--- src/rtl/lc3s_pkg.sv ---
// lc3s_pkg: types and constants shared by the lc3 instruction step block
// no dependencies

package lc3s_pkg;

	localparam logic [3:0] OP_BR   = 4'd0;
	localparam logic [3:0] OP_ADD  = 4'd1;
	localparam logic [3:0] OP_LD   = 4'd2;
	localparam logic [3:0] OP_ST   = 4'd3;
	localparam logic [3:0] OP_AND  = 4'd5;
	localparam logic [3:0] OP_NOT  = 4'd9;
	localparam logic [3:0] OP_JMP  = 4'd12;
	localparam logic [3:0] OP_TRAP = 4'd15;

	localparam logic [2:0] TRAP_LINK_REG = 3'd7;
	localparam logic [2:0] NZP_RESET     = 3'b010;

	// item as held in the queue between front and back
	typedef struct packed {
		logic        func;
		logic [15:0] load_addr;
		logic [15:0] load_data;
	} item_t;

	// result item
	typedef struct packed {
		logic [15:0] next_pc;
		logic [15:0] instr_word;
		logic        reg_written;
		logic [2:0]  reg_index;
		logic [15:0] reg_value;
		logic        mem_written;
		logic [15:0] mem_addr;
		logic [15:0] mem_value;
		logic [2:0]  cond_codes;
	} result_t;

	function automatic logic [2:0] flags_of(input logic [15:0] v);
		logic [2:0] f;
		if (v == 16'd0) begin
			f = 3'b010;
		end else if (v[15]) begin
			f = 3'b100;
		end else begin
			f = 3'b001;
		end
		return f;
	endfunction

endpackage

--- src/rtl/lc3s_front.sv ---
// lc3s_front: input stage and two entry queue towards the execute sequencer
// depends on lc3s_pkg

module lc3s_front (
	input  logic            clk,
	input  logic            arst_n,
	input  logic            in_valid,
	output logic            in_ready,
	input  lc3s_pkg::item_t in_item,
	output logic            q_valid,
	input  logic            q_pop,
	output lc3s_pkg::item_t q_item
);

	lc3s_pkg::item_t slot_q [2];
	logic            wr_ptr_q;
	logic            rd_ptr_q;
	logic [1:0]      count_q;
	logic            push;

	assign in_ready = (count_q != 2'd2);
	assign push     = in_valid && in_ready;
	assign q_valid  = (count_q != 2'd0);
	assign q_item   = slot_q[rd_ptr_q];

	// queue pointers and fill count
	always_ff @(posedge clk or negedge arst_n) begin
		if (!arst_n) begin
			wr_ptr_q <= 1'b0;
			rd_ptr_q <= 1'b0;
			count_q  <= 2'd0;
		end else begin
			if (push) begin
				wr_ptr_q <= ~wr_ptr_q;
			end
			if (q_pop) begin
				rd_ptr_q <= ~rd_ptr_q;
			end
			count_q <= count_q + {1'b0, push} - {1'b0, q_pop};
		end
	end

	// queue storage
	always_ff @(posedge clk) begin
		if (push) begin
			slot_q[wr_ptr_q] <= in_item;
		end
	end

endmodule

--- config.mk ---
export PLATFORM = sky130hd
export DESIGN_NAME = lc3s_front
export DESIGN_NICKNAME = d
export VERILOG_FILES = /design/src/rtl/lc3s_pkg.sv /design/src/rtl/lc3s_front.sv
export SDC_FILE = /design/constraint.sdc
export NUM_CORES = 1
export LEC_CHECK = 0
export BUFFER_PORTS_ARGS = -buffer_cell sky130_fd_sc_hd__buf_2
export CAP_MARGIN = 20
export CORE_ASPECT_RATIO = 1.25
export CORE_MARGIN = 2
export CORE_UTILIZATION = 45
export CTS_CLUSTER_DIAMETER = 100
export DETAILED_ROUTE_END_ITERATION = 10
export PLACE_DENSITY = 0.68
export SKIP_LAST_GASP = 1
export SLEW_MARGIN = 0
export SYNTH_ARGS = -nofsm -noshare
export SYNTH_HDL_FRONTEND = slang
export SYNTH_SLANG_ARGS = --single-unit
--- constraint.sdc ---
create_clock -name clk -period 3.12 [get_ports clk]
set_clock_uncertainty 0.15 [all_clocks]
set_input_delay 0.312 -clock clk [delete_from_list [all_inputs] [get_ports clk]]
set_output_delay 0.312 -clock clk [all_outputs]
set_load 0.005 [all_outputs]
Word level (Yosys, flattened, before mapping). Memories as Yosys holds them, arrays and structs flattened. Cells that the tools add are included.

Register bits: 4. Bits in writable memories: 66. Bits of input ports: 37. Output and inout bits: 35. Memories: 1.

Add/sub/neg operators: 2. Equal/unequal tests: 1. Muxes and demuxes: 2. Bitwise gates (word level): 2. Reductions and logical operators: 2.

Memory list: slot_q (depth 2, width 33, read ports 1, clocked after Yosys merged registers in 0, write ports 1, RTL line lc3s_front.sv:15) `lc3s_pkg::item_t slot_q [2];`.

Operators with widths (number): $add A2 B1 Y2 (1); $mux W1 (2); $ne A2 B2 Y1 const B (1); $not A1 Y1 (2); $reduce_bool A2 Y1 (1); $sub A2 B1 Y2 (1); $logic_and A1 B1 Y1 (1).

Longest topological paths before layout.
Word-level depth: 4. Gate-level depth with buffers: 5.

Worst setup path after synthesis. OpenSTA, ideal clock, no wires.

Path kind: reg2reg. Start point: register count_q[1]. End point: memory slot_q[0][0] (netlist name), enable pin. Arrival: 2.049 ns. Slack: 0.498 ns. Cell stages (with the launch flop): 4. Buffers on the path: 0. Clock period less this slack: 2.622 ns. Cells stage by stage: dfrtp_1 nand2b_1 nand2_1 nor2_1.

Longest elaborated chain between the ends: 4.

Ends and longest elaborated chain: from (decl) (RTL line lc3s_front.sv:18) `logic [1:0] count_q;`; from (signal assigned) (RTL line lc3s_front.sv:39) `count_q <= count_q + {1'b0, push} - {1'b0, q_pop};`; $ne A2 B2 Y1 (RTL line lc3s_front.sv:21) `assign in_ready = (count_q != 2'd2);`; net in_ready (RTL line lc3s_front.sv:8) `output logic in_ready,`; $logic_and A1 B1 Y1 (RTL line lc3s_front.sv:22) `assign push = in_valid && in_ready;`; $mux W1 (RTL line lc3s_front.sv:45) `if (push) begin`; $mux W1 (implied by the code) (RTL line lc3s_front.sv:46) `slot_q[wr_ptr_q] <= in_item;`; to (decl) (RTL line lc3s_front.sv:15).

The timed path passes the listed nets, and every way through them passes these cells.

==> flow_summary.toml <==
[run_status]
outcome = "complete, no violations"

[yosys]
ys_ff_latch = 70
synthSimpleGateAreaFrac_pct = 1.430
syn_area_per_cell_um2 = 22.61
synth_largest_area_cell = "edfxtp_1"
syn-cell-area_mm2 = 0.002713
synth_nets = 158
synth_top_family_by_area = "multiplexers"
synthMuxAreaShare_pct = 17.71
synth.distinct_cells = 16
synth-seq-area-share_pct = 76.75
synth_top_area_share_pct = 73.06
synth_area_leaders = "edfxtp_1 73%, mux2_4 16%, dfrtp_1 3.7%, buf_6 1.7%, mux2_1 1.7%"
syn_inst = 120
synth_xor_xnor_area_share_pct = 1.292
synth_compound_area_share_pct = 0.6919
synth_fa_ha_area_share_pct = 0.4613
yosys_warnings = 0

[cells_and_area]
layout-drive-gt1-share_pct = 56.67
diodes = 0
final_net_count = 243
stdcell_count = 276
area_growth_pct = 24.86

[placement]
dp_hpwl_um = 2988
post-place-cells = 254
gp_congestion = 0.6955
port_buffers = 71

[timing]
setup_viol = 0
rsz0062_at_grt = "no"
tightestPinTransition_ns = 0.9938
fin_tns_setup_ns = 0
relSlewSlack_pct = 33.75
final_max_slew_viol_count = 0
min_period_ns = 2.335
finalHoldViolations = 0
finalCritPeriodShare_pct = 74.84
fmax_mhz = 428.3

[worst_setup_path]
critPathKind = "flip-flop to primary output"
startpoint_type = "flip-flop"
crit_start = "rd_ptr_q"
cp.required_ns = 2.66
cp_max_fo = 34
critPathCaptureType = "primary output"
r2r-start = "count_q[1]"
arrival_ns = 1.87

[floorplan]
io-pin-count = 72
fp.dieH_um = 90.81
die-width_um = 73.45
row_count = 31
coreArea_mm2 = 0.005818
die-area_mm2 = 0.006669
start_util_pct = 46.62

[clock_tree]
cts_buffers = 9
clockBufferDepth = 2
clock_latency_ns = 0.33
cts_tree = "done"
clock-sinks = 70
postCtsSetupBuffers = 0
path_clk_slew_ns = 0.07
cts_root_buffer = "clkbuf_8"
h-tree-depth = 3
cts_resized = 0

[global_route]
grt_pass1_wl_um = 6755
groute.usage.overall_pct = 14.21
grt_max_degree = 35
antenna_found_initial = 0
grt_pass1_vias = 1446
overflow = 0

[pwr]
clkPwrFrac_pct = 24.5
p_sw_mw = 0.7811
power_density_mw_per_mm2 = 892.5
combPwrFrac_pct = 26.7
p_int_mw = 2.242
seqPwrFrac_pct = 48.8
ir_drop_mv = 0.4809
leakage_nw = 1.373
p_total_mw = 3.023
switching_share_pct = 25.84

[flow_run]
maxCapViolCount = 0

[routing]
ant_nets = 0
route.detailed.drc = 0
vias_per_cell = 4.877
wire_per_inst_um = 15.97
drtIter0Drc = 75
routed_wl_um = 4407
drt_first_pass_iters = 4
vias = 1346

[min_path]
hold_class = "input pin to flip-flop"
min_from = "in_item[25]"
final timing paths:
path / depth (start not counted) / slack (ns) / endpoint
max: 2 / 0.79 / q_item[32]
min reg2reg: 1 / 0.41 / wr_ptr_q
max in group asynchronous: 2 / 2.52 / rd_ptr_q
max reg2reg: 3 / 1.07 / slot_q[1][19]
min: 1 / 0.02 / slot_q[1][25]
min in group asynchronous: 2 / 0.17 / count_q[1]
synthesized netlist by cell type:
master    count
edfxtp_1     66
xor2_1        1
nor3b_2       1
nand2b_1      1
dfrtp_1       4
a21bo_1       1
mux2_1        4
mux2_4       29
or2_2         1
and3_1        1
nand2_1       1
xnor2_1       3
a21oi_2       1
buf_6         4
ha_1          1
nor2_1        1
cells in the final DEF (no fill, tap or decap):
cell           instances
a21bo_1                1
a21oi_2                1
and3_1                 1
buf_2                 71
buf_4                  1
bufinv_16              2
clkbuf_1               2
clkbuf_8               9
clkinv_1               1
clkinv_2               2
dfrtp_1                3
dfrtp_2                1
dlygate4sd3_1          6
edfxtp_1              66
ha_1                   1
mux2_1                 4
mux2_4                29
nand2_1                1
nand2b_1               1
nor2_4                 1
nor3b_2                1
or2_2                  1
xnor2_1                3
xor2_1                 1
logic make-up (layout without fill, tap and decap cells):
| logic type | Yosys count | count (layout) |
|---|---|---|
| adders and majority gates | 1 | 1 |
| and+or+nand+nor | 6 | 6 |
| DFF | 70 | 70 |
| xor gates and xnor gates | 4 | 4 |
| muxes | 33 | 33 |
| AOI/OAI and AO/OA | 2 | 2 |
| buffers and inverters | 4 | 94 |
worst max-delay path: stages (launching register included):
cell     delay, ns
dfrtp_2       1.02
mux2_1        0.39
buf_2         0.13
layer usage:
layer / GRT usage [%] / up-vias / part of all wire, %
li1: - / 636 / -
met1: 14.10 / 652 / 36
met2: 24.40 / 45 / 56
met3: 5.022 / 13 / 5.4
met4: 8.636 / 0 / 3.2
met5: 0 / - / 0
sequential cells by signal, summed over array words and instances, names as in the netlist:
register / flops
slot_q: 66
count_q: 2
rd_ptr_q: 1
wr_ptr_q: 1
layout make-up:
cell class / instances / area, um^2
clock inverter: 5 / 73.82
fill: 451 / 2431
tap: 66 / 82.58
clock buffer: 11 / 131.4
timing repair buffer: 78 / 422.9
multi-input combinational: 46 / 593.1
sequential: 70 / 2083
power by group through the flow:
stage	combinational (mW)	clock, mW	sequential, mW
final	0.808	0.740	1.47
after global routing	0.876	0.800	1.50
after CTS	0.824	0.761	1.48
after detailed placement	0.816	0	1.50
after global placement	0.797	0	1.48
after floorplan	0.656	0	1.36
per-stage QoR:
step	cell area [um^2]	worst slack, ns	hold WS [ns]	utilization, %
after global placement	3122	1.112	-0.03248	53.66
final	3387	0.7851	0.02020	58.22
after floorplan	2713	0.4983	-0.1336	-
after global routing	3387	0.6648	0.001273	58.22
after detailed placement	3122	1.052	-0.02584	53.66
after CTS	3377	0.7256	0.0003722	58.04
what timing repair did:
| item | in CTS | in global routing |
|---|---|---|
| setup endpoints to repair | 0 | 0 |
| endpoints found under the hold margin | 11 | 2 |
| hold buffers | 5 | 1 |
(Power assumes the default switching activity.)
